**config.mk**
```make
export PLATFORM = sky130hd
export DESIGN_NAME = led_matrix_frame_buffer
export DESIGN_NICKNAME = d
export VERILOG_FILES = /design/src/rtl/lmfb_pkg.sv /design/src/rtl/lmfb_regs.sv /design/src/rtl/lmfb_ctrl.sv /design/src/rtl/lmfb_dp.sv /design/src/rtl/led_matrix_frame_buffer.sv
export VERILOG_INCLUDE_DIRS = /design/src /design/src/rtl
export SDC_FILE = /design/constraint.sdc
export NUM_CORES = 1
export LEC_CHECK = 0
export BUFFER_PORTS_ARGS = -buffer_cell sky130_fd_sc_hd__buf_4
export CAP_MARGIN = 0
export CORE_AREA = 2 2 153 140
export DETAILED_ROUTE_END_ITERATION = 10
export DIE_AREA = 0 0 155 142
export SYNTH_ARGS = -nofsm -noshare
export SYNTH_HDL_FRONTEND = slang
export SYNTH_SLANG_ARGS = --single-unit
export TNS_END_PERCENT = 10
```
**constraint.sdc**
```tcl
create_clock -name clk -period 3.4 [get_ports clk]
set_input_delay 0.51 -clock clk [delete_from_list [all_inputs] [get_ports clk]]
set_output_delay 0.51 -clock clk [all_outputs]
set_load 0.01 [all_outputs]
```
**src/rtl/assert_macros.svh**
```systemverilog
// Assertion macros shared by the frame buffer RTL.
`ifndef ASSERT_MACROS_SVH
`define ASSERT_MACROS_SVH

// Property must hold at every clock edge outside reset.
`define ASSERT_HOLDS(lbl, clk, rst_n, prop, msg) \
	lbl: assert property (@(posedge clk) disable iff (!rst_n) (prop)) else $error(msg);

// Consequent must hold in the cycle after the antecedent.
`define ASSERT_NEXT(lbl, clk, rst_n, ante, cons, msg) \
	lbl: assert property (@(posedge clk) disable iff (!rst_n) (ante) |=> (cons)) else $error(msg);

`endif

```
**src/rtl/lmfb_pkg.sv**
```systemverilog
// Types, request codes and helpers for the LED matrix frame buffer.
package lmfb_pkg;

	localparam logic [3:0] REQ_SET       = 4'd0;
	localparam logic [3:0] REQ_TOGGLE    = 4'd1;
	localparam logic [3:0] REQ_ROW       = 4'd2;
	localparam logic [3:0] REQ_COL       = 4'd3;
	localparam logic [3:0] REQ_HSPAN     = 4'd4;
	localparam logic [3:0] REQ_VSPAN     = 4'd5;
	localparam logic [3:0] REQ_REFRESH   = 4'd6;
	localparam logic [3:0] REQ_CLEAR     = 4'd7;
	localparam logic [3:0] REQ_INTENSITY = 4'd8;

	localparam logic [3:0] INTENSITY_ADDR = 4'd10;
	localparam logic [3:0] INTENSITY_MAX  = 4'd15;

	// Word index of the mirror register (paddr[2]).
	localparam logic CFG_MIRROR_IDX = 1'b0;

	typedef struct packed {
		logic [3:0]        req_type;
		logic [3:0]        col_index;
		logic [3:0]        row_index;
		logic              pixel_on;
		logic [7:0]        row_bits;
		logic [3:0]        span_start;
		logic [3:0]        span_end;
		logic signed [7:0] brightness;
	} lmfb_req_t;

	typedef struct packed {
		logic [3:0] reg_address;
		logic [7:0] reg_data;
		logic       last_write;
	} lmfb_wr_t;

	typedef enum logic [1:0] {
		ST_IDLE,
		ST_EXEC,
		ST_SCAN
	} lmfb_state_t;

	typedef struct packed {
		logic capture;
		logic draw;
		logic clear_frame;
		logic emit_int;
		logic emit_row;
	} lmfb_cmd_t;

	typedef struct packed {
		logic [3:0] req_type;
		logic       dirty_any;
		logic       dirty_last;
		logic       out_free;
	} lmfb_sts_t;

	// Bit of the row byte that holds column x.
	function automatic logic [7:0] col_bit(input logic [2:0] x, input logic mirror);
		col_bit = mirror ? (8'd1 << x) : (8'd128 >> x);
	endfunction

endpackage

```
**src/rtl/lmfb_regs.sv**
```systemverilog
// APB configuration register file: column mirror bit.
module lmfb_regs (
	input  logic        clk,
	input  logic        arst_n,
	input  logic        psel,
	input  logic        penable,
	input  logic        pwrite,
	input  logic [2:0]  paddr,
	input  logic [31:0] pwdata,
	output logic [31:0] prdata,
	output logic        pready,
	output logic        mirror
);
	import lmfb_pkg::*;

	logic mirror_q;

	always_ff @(posedge clk or negedge arst_n) begin
		if (!arst_n) begin
			mirror_q <= 1'b0;
		end else if (psel && penable && pwrite && paddr[2] == CFG_MIRROR_IDX) begin
			mirror_q <= pwdata[0];
		end
	end

	assign prdata = (paddr[2] == CFG_MIRROR_IDX) ? {31'd0, mirror_q} : 32'd0;
	assign pready = 1'b1;
	assign mirror = mirror_q;

endmodule

```
**src/rtl/lmfb_ctrl.sv**
```systemverilog
// Request sequencer: accepts a request, runs its drawing, scan or intensity step.
module lmfb_ctrl (
	input  logic                clk,
	input  logic                arst_n,
	input  logic                req_valid,
	output logic                req_ready,
	output lmfb_pkg::lmfb_cmd_t cmd,
	input  lmfb_pkg::lmfb_sts_t sts
);
	import lmfb_pkg::*;

	lmfb_state_t state_q, state_d;

	always_ff @(posedge clk or negedge arst_n) begin
		if (!arst_n) begin
			state_q <= ST_IDLE;
		end else begin
			state_q <= state_d;
		end
	end

	always_comb begin
		state_d = state_q;
		unique case (state_q)
			ST_IDLE: begin
				if (req_valid) state_d = ST_EXEC;
			end
			ST_EXEC: begin
				unique case (sts.req_type)
					REQ_REFRESH, REQ_CLEAR: state_d = ST_SCAN;
					REQ_INTENSITY: state_d = sts.out_free ? ST_IDLE : ST_EXEC;
					default: state_d = ST_IDLE;
				endcase
			end
			ST_SCAN: begin
				if (!sts.dirty_any || (sts.out_free && sts.dirty_last)) state_d = ST_IDLE;
			end
			default: state_d = ST_IDLE;
		endcase
	end

	always_comb begin
		cmd       = '0;
		req_ready = 1'b0;
		unique case (state_q)
			ST_IDLE: begin
				req_ready   = 1'b1;
				cmd.capture = req_valid;
			end
			ST_EXEC: begin
				unique case (sts.req_type)
					REQ_SET, REQ_TOGGLE, REQ_ROW, REQ_COL, REQ_HSPAN, REQ_VSPAN:
						cmd.draw = 1'b1;
					REQ_CLEAR: cmd.clear_frame = 1'b1;
					REQ_INTENSITY: cmd.emit_int = sts.out_free;
					default: ;
				endcase
			end
			ST_SCAN: begin
				cmd.emit_row = sts.dirty_any && sts.out_free;
			end
			default: ;
		endcase
	end

endmodule

```
**src/rtl/lmfb_dp.sv**
```systemverilog
// Datapath: request register, frame rows, dirty mask and output word register.
`include "assert_macros.svh"

module lmfb_dp #(
	parameter int COLS = 8,
	parameter int ROWS = 8
) (
	input  logic                clk,
	input  logic                arst_n,
	input  logic                mirror,
	input  lmfb_pkg::lmfb_cmd_t cmd,
	input  lmfb_pkg::lmfb_req_t req,
	output lmfb_pkg::lmfb_sts_t sts,
	output logic                wr_valid,
	input  logic                wr_ready,
	output lmfb_pkg::lmfb_wr_t  wr_word
);
	import lmfb_pkg::*;

	localparam int RW = (ROWS > 1) ? $clog2(ROWS) : 1;

	lmfb_req_t      req_q;
	logic [7:0]     frame_q [ROWS];
	logic [ROWS-1:0] dirty_q;
	lmfb_wr_t       wr_q;
	logic           wr_valid_q;

	logic [7:0]     pix_mask;
	logic [7:0]     hspan_mask;
	logic           col_ok;
	logic           row_ok;
	logic [7:0]     row_next [ROWS];
	logic [ROWS-1:0] row_hit;
	logic [RW-1:0]  row_sel;
	logic           dirty_last;
	logic           out_free;
	logic [3:0]     level;

	always_ff @(posedge clk) begin
		if (cmd.capture) req_q <= req;
	end

	assign col_ok   = req_q.col_index < 4'(COLS);
	assign row_ok   = req_q.row_index < 4'(ROWS);
	assign pix_mask = col_bit(req_q.col_index[2:0], mirror);

	// Columns of a horizontal span that fall inside the matrix.
	always_comb begin
		hspan_mask = 8'd0;
		for (int x = 0; x < COLS; x++) begin
			if (4'(x) >= req_q.span_start && 4'(x) < req_q.span_end)
				hspan_mask = hspan_mask | col_bit(3'(x), mirror);
		end
	end

	// Next value of each row for the pending drawing request.
	always_comb begin
		for (int y = 0; y < ROWS; y++) begin
			row_hit[y]  = 1'b0;
			row_next[y] = frame_q[y];
			unique case (req_q.req_type)
				REQ_SET: begin
					row_hit[y]  = col_ok && row_ok && req_q.row_index == 4'(y);
					row_next[y] = req_q.pixel_on ? (frame_q[y] | pix_mask)
					                             : (frame_q[y] & ~pix_mask);
				end
				REQ_TOGGLE: begin
					row_hit[y]  = col_ok && row_ok && req_q.row_index == 4'(y);
					row_next[y] = frame_q[y] ^ pix_mask;
				end
				REQ_ROW: begin
					row_hit[y]  = row_ok && req_q.row_index == 4'(y);
					row_next[y] = req_q.row_bits;
				end
				REQ_COL: begin
					row_hit[y]  = col_ok;
					row_next[y] = req_q.pixel_on ? (frame_q[y] | pix_mask)
					                             : (frame_q[y] & ~pix_mask);
				end
				REQ_HSPAN: begin
					row_hit[y]  = req_q.row_index == 4'(y) && hspan_mask != 8'd0;
					row_next[y] = req_q.pixel_on ? (frame_q[y] | hspan_mask)
					                             : (frame_q[y] & ~hspan_mask);
				end
				REQ_VSPAN: begin
					row_hit[y]  = col_ok && 4'(y) >= req_q.span_start
					              && 4'(y) < req_q.span_end;
					row_next[y] = req_q.pixel_on ? (frame_q[y] | pix_mask)
					                             : (frame_q[y] & ~pix_mask);
				end
				default: ;
			endcase
		end
	end

	// Lowest dirty row goes out first.
	always_comb begin
		row_sel = '0;
		for (int y = ROWS - 1; y >= 0; y--) begin
			if (dirty_q[y]) row_sel = RW'(y);
		end
	end

	assign dirty_last = (dirty_q & (dirty_q - ROWS'(1))) == '0;

	always_ff @(posedge clk or negedge arst_n) begin
		if (!arst_n) begin
			for (int y = 0; y < ROWS; y++) frame_q[y] <= 8'd0;
			dirty_q <= '1;
		end else if (cmd.clear_frame) begin
			for (int y = 0; y < ROWS; y++) frame_q[y] <= 8'd0;
			dirty_q <= '1;
		end else if (cmd.draw) begin
			for (int y = 0; y < ROWS; y++) begin
				if (row_hit[y]) begin
					frame_q[y] <= row_next[y];
					dirty_q[y] <= 1'b1;
				end
			end
		end else if (cmd.emit_row) begin
			dirty_q[row_sel] <= 1'b0;
		end
	end

	// Clamp the signed intensity to 0..15.
	always_comb begin
		if (req_q.brightness[7])
			level = 4'd0;
		else if (req_q.brightness[6:4] != 3'd0)
			level = INTENSITY_MAX;
		else
			level = req_q.brightness[3:0];
	end

	assign out_free = !wr_valid_q || wr_ready;

	always_ff @(posedge clk or negedge arst_n) begin
		if (!arst_n) begin
			wr_valid_q <= 1'b0;
		end else if (cmd.emit_int || cmd.emit_row) begin
			wr_valid_q <= 1'b1;
		end else if (wr_ready) begin
			wr_valid_q <= 1'b0;
		end
	end

	always_ff @(posedge clk) begin
		if (cmd.emit_int) begin
			wr_q <= '{reg_address: INTENSITY_ADDR, reg_data: {4'd0, level},
			          last_write: 1'b1};
		end else if (cmd.emit_row) begin
			wr_q <= '{reg_address: 4'(row_sel) + 4'd1, reg_data: frame_q[row_sel],
			          last_write: dirty_last};
		end
	end

	assign sts.req_type   = req_q.req_type;
	assign sts.dirty_any  = |dirty_q;
	assign sts.dirty_last = dirty_last;
	assign sts.out_free   = out_free;

	assign wr_valid = wr_valid_q;
	assign wr_word  = wr_q;

	`ASSERT_HOLDS(a_emit_needs_dirty, clk, arst_n, !cmd.emit_row || (|dirty_q), "row write with no dirty row")
	`ASSERT_HOLDS(a_no_overwrite, clk, arst_n, !(cmd.emit_row || cmd.emit_int) || out_free, "output word overwritten")
	`ASSERT_NEXT(a_dirty_drops, clk, arst_n, cmd.emit_row, !dirty_q[$past(row_sel)], "written row still dirty")

endmodule

```
**src/rtl/led_matrix_frame_buffer.sv**
```systemverilog
// Frame buffer for a one-bit LED matrix of up to 8x8 pixels. Drawing requests (set,
// toggle, row write, column, horizontal and vertical span) update the buffer and mark
// the rows they touch dirty; they produce no output word. A refresh sends one display
// register write (address row+1, row byte) per dirty row, lowest row first, with
// last_write on the final one, then the mask is empty; a clear zeroes the buffer and
// refreshes all rows. An intensity request sends one write to register 10 with the
// value clamped to 0..15. An accepted request is registered, then applied in the
// execute state, where an intensity request waits while the output register is full;
// a refresh or clear then goes on to the row scan, which emits one word per cycle
// from the dirty-mask priority pick and stalls while the output register is full.
// A new request is taken as soon as the sequencer is idle, even while the last word
// waits on the output. Register 0 (byte address 0) holds the column mirror bit.
module led_matrix_frame_buffer #(
	parameter int MATRIX_COLS = 8,
	parameter int MATRIX_ROWS = 8
) (
	input  logic                clk,
	input  logic                arst_n,
	input  logic                req_valid,
	output logic                req_ready,
	input  lmfb_pkg::lmfb_req_t req_word,
	output logic                wr_valid,
	input  logic                wr_ready,
	output lmfb_pkg::lmfb_wr_t  wr_word,
	input  logic                psel,
	input  logic                penable,
	input  logic                pwrite,
	input  logic [2:0]          paddr,
	input  logic [31:0]         pwdata,
	output logic [31:0]         prdata,
	output logic                pready
);
	import lmfb_pkg::*;

	logic      mirror;
	lmfb_cmd_t cmd;
	lmfb_sts_t sts;

	lmfb_regs u_regs (
		.clk     (clk),
		.arst_n  (arst_n),
		.psel    (psel),
		.penable (penable),
		.pwrite  (pwrite),
		.paddr   (paddr),
		.pwdata  (pwdata),
		.prdata  (prdata),
		.pready  (pready),
		.mirror  (mirror)
	);

	lmfb_ctrl u_ctrl (
		.clk       (clk),
		.arst_n    (arst_n),
		.req_valid (req_valid),
		.req_ready (req_ready),
		.cmd       (cmd),
		.sts       (sts)
	);

	lmfb_dp #(
		.COLS (MATRIX_COLS),
		.ROWS (MATRIX_ROWS)
	) u_dp (
		.clk      (clk),
		.arst_n   (arst_n),
		.mirror   (mirror),
		.cmd      (cmd),
		.req      (req_word),
		.sts      (sts),
		.wr_valid (wr_valid),
		.wr_ready (wr_ready),
		.wr_word  (wr_word)
	);

endmodule
```
==> run_results.csv, run 1 <==
group,metric,value,unit
power,p_sw_frac,0.371,
logic_synthesis,synth_area_leader_cell,"dfrtp_1",
clocking,cts_num_sinks,126,
power,power_frac_comb,0.331,
worst_setup_path,required,3760,ps
logic_synthesis,yosysUniqueCellTypes,87,
detailed_routing,firstDrtPassIters,5,
placement,gp_congestion,0.895,
power,pwr-share-seq,0.379,
timing,slew_viol_final,0,
floorplan,ios,127,
floorplan,die-area,22000,sq um
timing,tightest_slew,1060,ps
global_routing,grt_usage,0.235,
global_routing,use_met1,0.325,
global_routing,gr-total-overflow,0,
detailed_routing,drc_errors,0,
clocking,postCtsHoldBufs,0,
power,vdd_ir_drop_max,0.000307,V
clocking,tritoncts,"yes",
final_layout,insertedDiodeCount,0,
power,switchingPower,2.25,mW
timing,relSlewSlack,0.296,
worst_setup_path,crit_family,"simple AND/OR/NAND/NOR gates",
logic_synthesis,yosys_warnings,0,
timing,setup_viol,0,
logic_synthesis,ys_top_cells_by_area,"dfrtp_1, edfxtp_1, a21oi_1",
global_routing,grt_max_degree,77,
logic_synthesis,yosys_register_bits,126,
floorplan,die_x,155,um
timing,tns,0,ps
clocking,cts_resized,0,
global_routing,grt_use_met2,0.352,
power,power,6.08,mW
floorplan,die_y,142,um
logic_synthesis,netlist_instances,865,
clocking,clock_latency,430,ps
worst_setup_path,cp_max_fo,11,
global_routing,grt_pass1_wl,39.7,mm
logic_synthesis,syn-cell-area,8000,sq um
logic_synthesis,async_reset_ff_frac,0.603,
floorplan,row_count,50,
timing,final_hold_viol_count,0,
timing,clock.fmax,334,MHz
clocking,clk_pin_slew,60,ps
detailed_routing,num_vias,7435,
placement,dp_hpwl,17.2,mm
placement,place_ws,448,ps
timing,fin_ws,408,ps
detailed_routing,viasPerCell,6.17,
worst_setup_path,worst_path_max_delay_cell,"edfxtp_1",
worst_setup_path,worstSetupStartpointType,"register",
final_layout,num-fill-cells,2011,
final_layout,syn_to_final_growth,16.4,%
detailed_routing,wire_per_inst,21.0,um
detailed_routing,ant_nets,0,
hold_path,hold_class,"primary input to register",
worst_setup_path,critPathArrivalTime,3350,ps
run,maxCapViolCount,0,
logic_synthesis,synth-edff-count,41,
clocking,clock_path_buffers,2,
power,p_clk_frac,0.291,
status,status,"finished, final reports clean",
final_layout,nNetsFinal,1013,
timing,rsz0062_at_grt,"no",
logic_synthesis,synth_seq_area_share,0.415,
placement,port_buffers,61,
detailed_routing,wirelength,25.4,mm
logic_synthesis,synth_most_common_cell,"nor2_1",
clocking,post_cts.repair.setup_buffers,0,
global_routing,first_global_vias,6964,
power,leakagePower,3.65,nW
global_routing,met3_usage,0.0758,
final_layout,drive_above_1_share,0.198,
worst_setup_path,crit_buf_inv,0,
floorplan,core_area,20500,sq um
worst_setup_path,cp_cell_sequence,"maj3_2 -> nor4b_4 -> o211ai_1 -> or3_1 -> o22a_1 -> nor2_1 -> a32o_1",
power,intPower,3.83,mW
clocking,cts_buffers,17,
clocking,htreeDepth,4,
global_routing,antenna_found_initial,0,
detailed_routing,first_iter_violations,716,
floorplan,start_util,0.391,
logic_synthesis,avgSynthCellArea,9.25,sq um
global_routing,grt-busiest-layer,"met2",
worst_setup_path,worstSetupPathType,"register to register",
worst_setup_path,slowest_delay,560,ps
worst_setup_path,end_kind,"register",
logic_synthesis,synth.top_cells.by_count,"nor2_1, a21oi_1, nand2_1",
clocking,clock-root-buffer,"clkbuf_16",
logic_synthesis,synth_flop_cell,"dfrtp_1",
timing,timing.final.crit_share,0.880,
logic_synthesis,netlist.area_leader.share,0.213,
timing,min_period,2990,ps
timing,skew,9.23,ps
power,powerDensity,653,nW/um^2
==> routing by layer <==
metal | share of wire | up-vias | routed length (um)
li1 | - | 3412 | -
met1 | 0.45 | 3620 | 11500
met5 | 0 | - | 0
met2 | 0.44 | 366 | 11100
met4 | 0.017 | 0 | 427
met3 | 0.093 | 37 | 2360
==> kinds of logic after synthesis <==
kind of cell,synth area share
flops,0.415
xor+xnor,0.00219
compound gates,0.319
buf+inv,0.0643
simple gates,0.154
other cells,0.000938
mux,0.0381
fa+ha+maj,0.00672
==> flip-flops by register name, summed over array words and instances (netlist names) <==
signal and count:
u_ctrl.state_q 2, u_dp.dirty_q 8, u_dp.frame_q 64, u_dp.req_q 33, u_dp.sts 4, u_dp.wr_valid 1, u_dp.wr_word 13, u_regs.mirror 1
==> layout by cell type (no fill, tap or decap), drive strengths merged, types with 26 or more instances in the layout <==
cell / count
buf: 102
nor2: 80
nand2: 79
a21oi: 79
dfrtp: 68
o21ai: 64
o22a: 44
edfxtp: 41
conb: 32
a211oi: 30
mux2i: 26
==> cell type report <==
| class | count | area [sq um] | area share |
|---|---|---|---|
| multi-input combinational | 674 | 4300 | 0.461 |
| sequential | 126 | 3320 | 0.357 |
| timing repair buffer | 102 | 766 | 0.0822 |
| clock buffer | 19 | 433 | 0.0465 |
| tap | 260 | 325 | 0.0349 |
| clock inverter | 13 | 125 | 0.0134 |
| inverter | 12 | 45.0 | 0.00484 |
==> path summary, 6_finish.rpt <==
kind	to	slack [ps]	startpoint	cells after the start
min in group asynchronous	u_dp.frame_q[43]$_DFFE_PN0P_	270	arst_n	1
worst min-delay path	u_dp.req_q[13]$_DFFE_PP_	260	req_word[13]	1
max in group asynchronous	u_dp.frame_q[55]$_DFFE_PN0P_	2440	arst_n	1
worst min register to register	u_dp.wr_word[9]$_SDFFE_PP0P_	460	u_dp.wr_word[9]$_SDFFE_PP0P_	2
worst max register to register	u_dp.frame_q[34]$_DFFE_PN0P_	410	u_dp.sts[5]$_DFFE_PP_	7
worst max-delay path	u_dp.frame_q[34]$_DFFE_PN0P_	410	u_dp.sts[5]$_DFFE_PP_	7
==> stage by stage <==
stage,instances,area (sq um),hold WS [ps],util
CTS,1206,9310,243,0.455
global route,1206,9310,238,0.455
global placement,1174,8750,445,0.428
floorplan,895,8120,214,-
finish,1206,9310,257,0.455
detailed placement,1174,8750,452,0.428
==> power groups by stage <==
| stage | Clock, mW | Combinational, mW | Sequential [mW] |
|---|---|---|---|
| 2_1_floorplan | 0 | 1.34 | 2.22 |
| 3_5_place_dp | 0 | 1.97 | 2.32 |
| 4_1_cts | 1.79 | 1.98 | 2.29 |
| 5_1_grt | 1.86 | 2.19 | 2.35 |
| 6_report | 1.77 | 2.01 | 2.30 |
| 3_3_place_gp | 0 | 1.95 | 2.31 |
No activity file was read; power rests on OpenSTA's default activity.
==> run 2: changes to the inputs <==
--- a/config.mk
+++ b/config.mk
@@ -6,11 +6,12 @@
 export SDC_FILE = /design/constraint.sdc
 export NUM_CORES = 1
 export LEC_CHECK = 0
+export ABC_AREA = 1
 export BUFFER_PORTS_ARGS = -buffer_cell sky130_fd_sc_hd__buf_4
 export CAP_MARGIN = 0
-export CORE_AREA = 2 2 153 140
+export CORE_AREA = 2 2 166 151
 export DETAILED_ROUTE_END_ITERATION = 10
-export DIE_AREA = 0 0 155 142
+export DIE_AREA = 0 0 168 153
 export SYNTH_ARGS = -nofsm -noshare
 export SYNTH_HDL_FRONTEND = slang
 export SYNTH_SLANG_ARGS = --single-unit
==> run_results.csv, run 2 <==
group,metric,value,unit
clocking,cts_num_sinks,126,
global_routing,grt_pass1_wl,49.4,mm
run,maxCapViolCount,0,
detailed_routing,firstDrtPassIters,6,
detailed_routing,first_iter_violations,1056,
final_layout,syn_to_final_growth,13.8,%
detailed_routing,wirelength,31.7,mm
logic_synthesis,yosysUniqueCellTypes,44,
final_layout,mostFrequentLayoutCell,"nand2_1",
logic_synthesis,netlist.area_leader.share,0.180,
detailed_routing,viasPerCell,5.48,
timing,rsz0062_at_grt,"no",
logic_synthesis,netlist_instances,1393,
logic_synthesis,synth_most_common_cell,"nand2_1",
final_layout,final_cells,1777,
timing,min_period,2630,ps
global_routing,grt_max_degree,74,
clocking,cts_resized,0,
detailed_routing,drc_errors,0,
logic_synthesis,synth_seq_area_share,0.351,
placement,dpl.cell_count,1745,
worst_setup_path,cp_cell_sequence,"inv_1 -> a21oi_1 -> o21ai_0 -> nand2_1 -> nand2_1 -> nand2_1 -> nor2_1 -> inv_1 -> o22ai_1 -> nor2_1 -> nand2_1 -> nand2_1 -> nand2_1",
final_layout,drive_above_1_share,0.148,
logic_synthesis,synth_area_leader_cell,"dfrtp_1",
placement,placed_area,10200,sq um
final_layout,multiInputGateArea,5250,sq um
floorplan,die_x,168,um
worst_setup_path,worst_path_max_delay_cell,"dfstp_2",
clocking,clock_path_buffers,2,
worst_setup_path,worstSetupStartpointType,"register",
timing,skew,14.2,ps
final_layout,fin_util,0.449,
worst_setup_path,worstSetupPathType,"register to register",
hold_path,hold_class,"primary input to register",
final_layout,num-fill-cells,2432,
final_layout,insertedDiodeCount,0,
global_routing,first_global_vias,8744,
timing,tightest_slew,1050,ps
logic_synthesis,synth.top_cells.by_count,"nand2_1, nor2_1, o21ai_0",
power,vdd_ir_drop_max,0.000321,V
power,powerDensity,863,nW/um^2
final_layout,fin_area,10800,sq um
worst_setup_path,crit_buf_inv,2,
logic_synthesis,synth_flop_cell,"dfrtp_1",
timing,clock.fmax,381,MHz
worst_setup_path,required,3590,ps
worst_setup_path,critPathArrivalTime,2810,ps
timing,setup_viol,0,
detailed_routing,ant_nets,0,
status,status,"finished, final reports clean",
placement,gp_congestion,0.897,
clocking,postCtsHoldBufs,0,
floorplan,die_y,153,um
clocking,tritoncts,"yes",
worst_setup_path,path_common_cell,"nand2_1",
global_routing,antenna_found_initial,0,
final_layout,nNetsFinal,1536,
floorplan,die-area,25700,sq um
clocking,post_cts.repair.setup_buffers,0,
clocking,clock_latency,440,ps
logic_synthesis,syn-cell-area,9460,sq um
floorplan,core_area,24000,sq um
logic_synthesis,yosys_warnings,0,
placement,port_buffers,61,
final_layout,largest_register,"u_dp.frame_q",
logic_synthesis,synth-edff-count,41,
worst_setup_path,crit_family,"simple AND/OR/NAND/NOR gates",
floorplan,row_count,54,
floorplan,start_util,0.394,
timing,timing.final.crit_share,0.772,
final_layout,final_cell_mix,"nand2_1, nor2_1, o21ai_0, inv_1, nand3_1",
global_routing,grt_usage,0.250,
final_layout,largest_register_ffs,64,
detailed_routing,wire_per_inst,17.8,um
timing,final_hold_viol_count,0,
timing,slew_viol_final,0,
timing,tns,0,ps
global_routing,gr-total-overflow,0,
logic_synthesis,async_reset_ff_frac,0.603,
worst_setup_path,cp_max_fo,11,
detailed_routing,num_vias,9733,
power,leakagePower,5.05,nW
clocking,clock-root-buffer,"clkbuf_16",
logic_synthesis,yosys_register_bits,126,
clocking,cts_buffers,17,
placement,dp_hpwl,20.2,mm
logic_synthesis,avgSynthCellArea,6.79,sq um
final_layout,layout.area.seq,3320,sq um
clocking,clk_pin_slew,60,ps
clocking,htreeDepth,4,
logic_synthesis,ys_top_cells_by_area,"dfrtp_1, edfxtp_1, nand2_1",
worst_setup_path,end_kind,"register",
worst_setup_path,slowest_delay,570,ps
timing,relSlewSlack,0.302,
timing,whs,251,ps
floorplan,ios,127,
==> run 2: cell count changes in the layout (fill, tap and decap cells not counted), moves of 26 or more <==
cell / previous run / this run
o22a_1: 44 / 1
inv_1: 11 / 129
o21ai_0: 55 / 169
a21oi_1: 79 / 52
nand3_1: 23 / 96
mux2i_1: 26 / 0
a211oi_1: 27 / 0
nand2_1: 79 / 309
buf_4: 102 / 74
nor2_1: 80 / 261
==> run 2: cells by family (layout without fill, tap and decap cells) <==
family          after synthesis  after routing  share of synthesized area
xor+xnor                      1              1                   0.000926
fa+ha+maj                     1              1                    0.00132
compound gates              327            327                      0.200
flops                       126            126                      0.351
simple gates                723            723                      0.338
buf+inv                     213            259                      0.107
other cells                   2             32                   0.000794
==> run 2: worst register-to-register path, stage by stage, from the launching register on <==
cell and delay, ps:
dfstp_2 570, inv_1 60, a21oi_1 120, o21ai_0 90
nand2_1 70, nand2_1 50, nand2_1 330, nor2_1 160
inv_1 420, o22ai_1 160, nor2_1 130, nand2_1 90
nand2_1 100, nand2_1 50
==> run 2: stage by stage <==
step                      setup slack [ps]  total power, mW
final                                  775             9.29
after global routing                   645             9.99
after CTS                              852             9.21
after detailed placement               864             7.31
after global placement                 877             7.22
after floorplan                        982             5.86
==> run 2: final timing paths <==
| path | to | depth (start not counted) | start | slack (ps) |
|---|---|---|---|---|
| setup / recovery | u_dp.wr_word[3]$_DFFE_PP_ | 13 | u_dp.dirty_q[6]$_DFFE_PN1P_ | 770 |
| hold / removal | u_dp.req_q[19]$_DFFE_PP_ | 1 | req_word[19] | 250 |
| setup reg to reg | u_dp.wr_word[3]$_DFFE_PP_ | 13 | u_dp.dirty_q[6]$_DFFE_PN1P_ | 770 |
| hold reg to reg | u_dp.wr_word[11]$_SDFFE_PP0P_ | 2 | u_dp.wr_word[11]$_SDFFE_PP0P_ | 470 |
| max in group asynchronous | u_dp.dirty_q[3]$_DFFE_PN1P_ | 2 | arst_n | 2370 |
| min in group asynchronous | u_dp.frame_q[49]$_DFFE_PN0P_ | 1 | arst_n | 270 |
==> run 2: layer usage <==
layer | part of all wire | up-vias | global-route usage
li1 | - | 4669 | -
met5 | 0 | - | 0
met4 | 0.033 | 0 | 0.0907
met2 | 0.43 | 482 | 0.371
met3 | 0.10 | 83 | 0.0647
met1 | 0.44 | 4499 | 0.351
==> run 2: final cells by class <==
type,count,share of cell area
multi-input combinational,1084,0.487
sequential,126,0.309
timing repair buffer,78,0.0591
inverter,149,0.0529
clock buffer,26,0.0523
tap,308,0.0358
clock inverter,6,0.00384
==> run 2: where the power goes <==
| part | internal [mW] | switching (mW) |
|---|---|---|
| logic | 1.51 | 3.24 |
| clock network | 1.14 | 0.745 |
| registers | 2.13 | 0.530 |
| total | 4.78 | 4.51 |
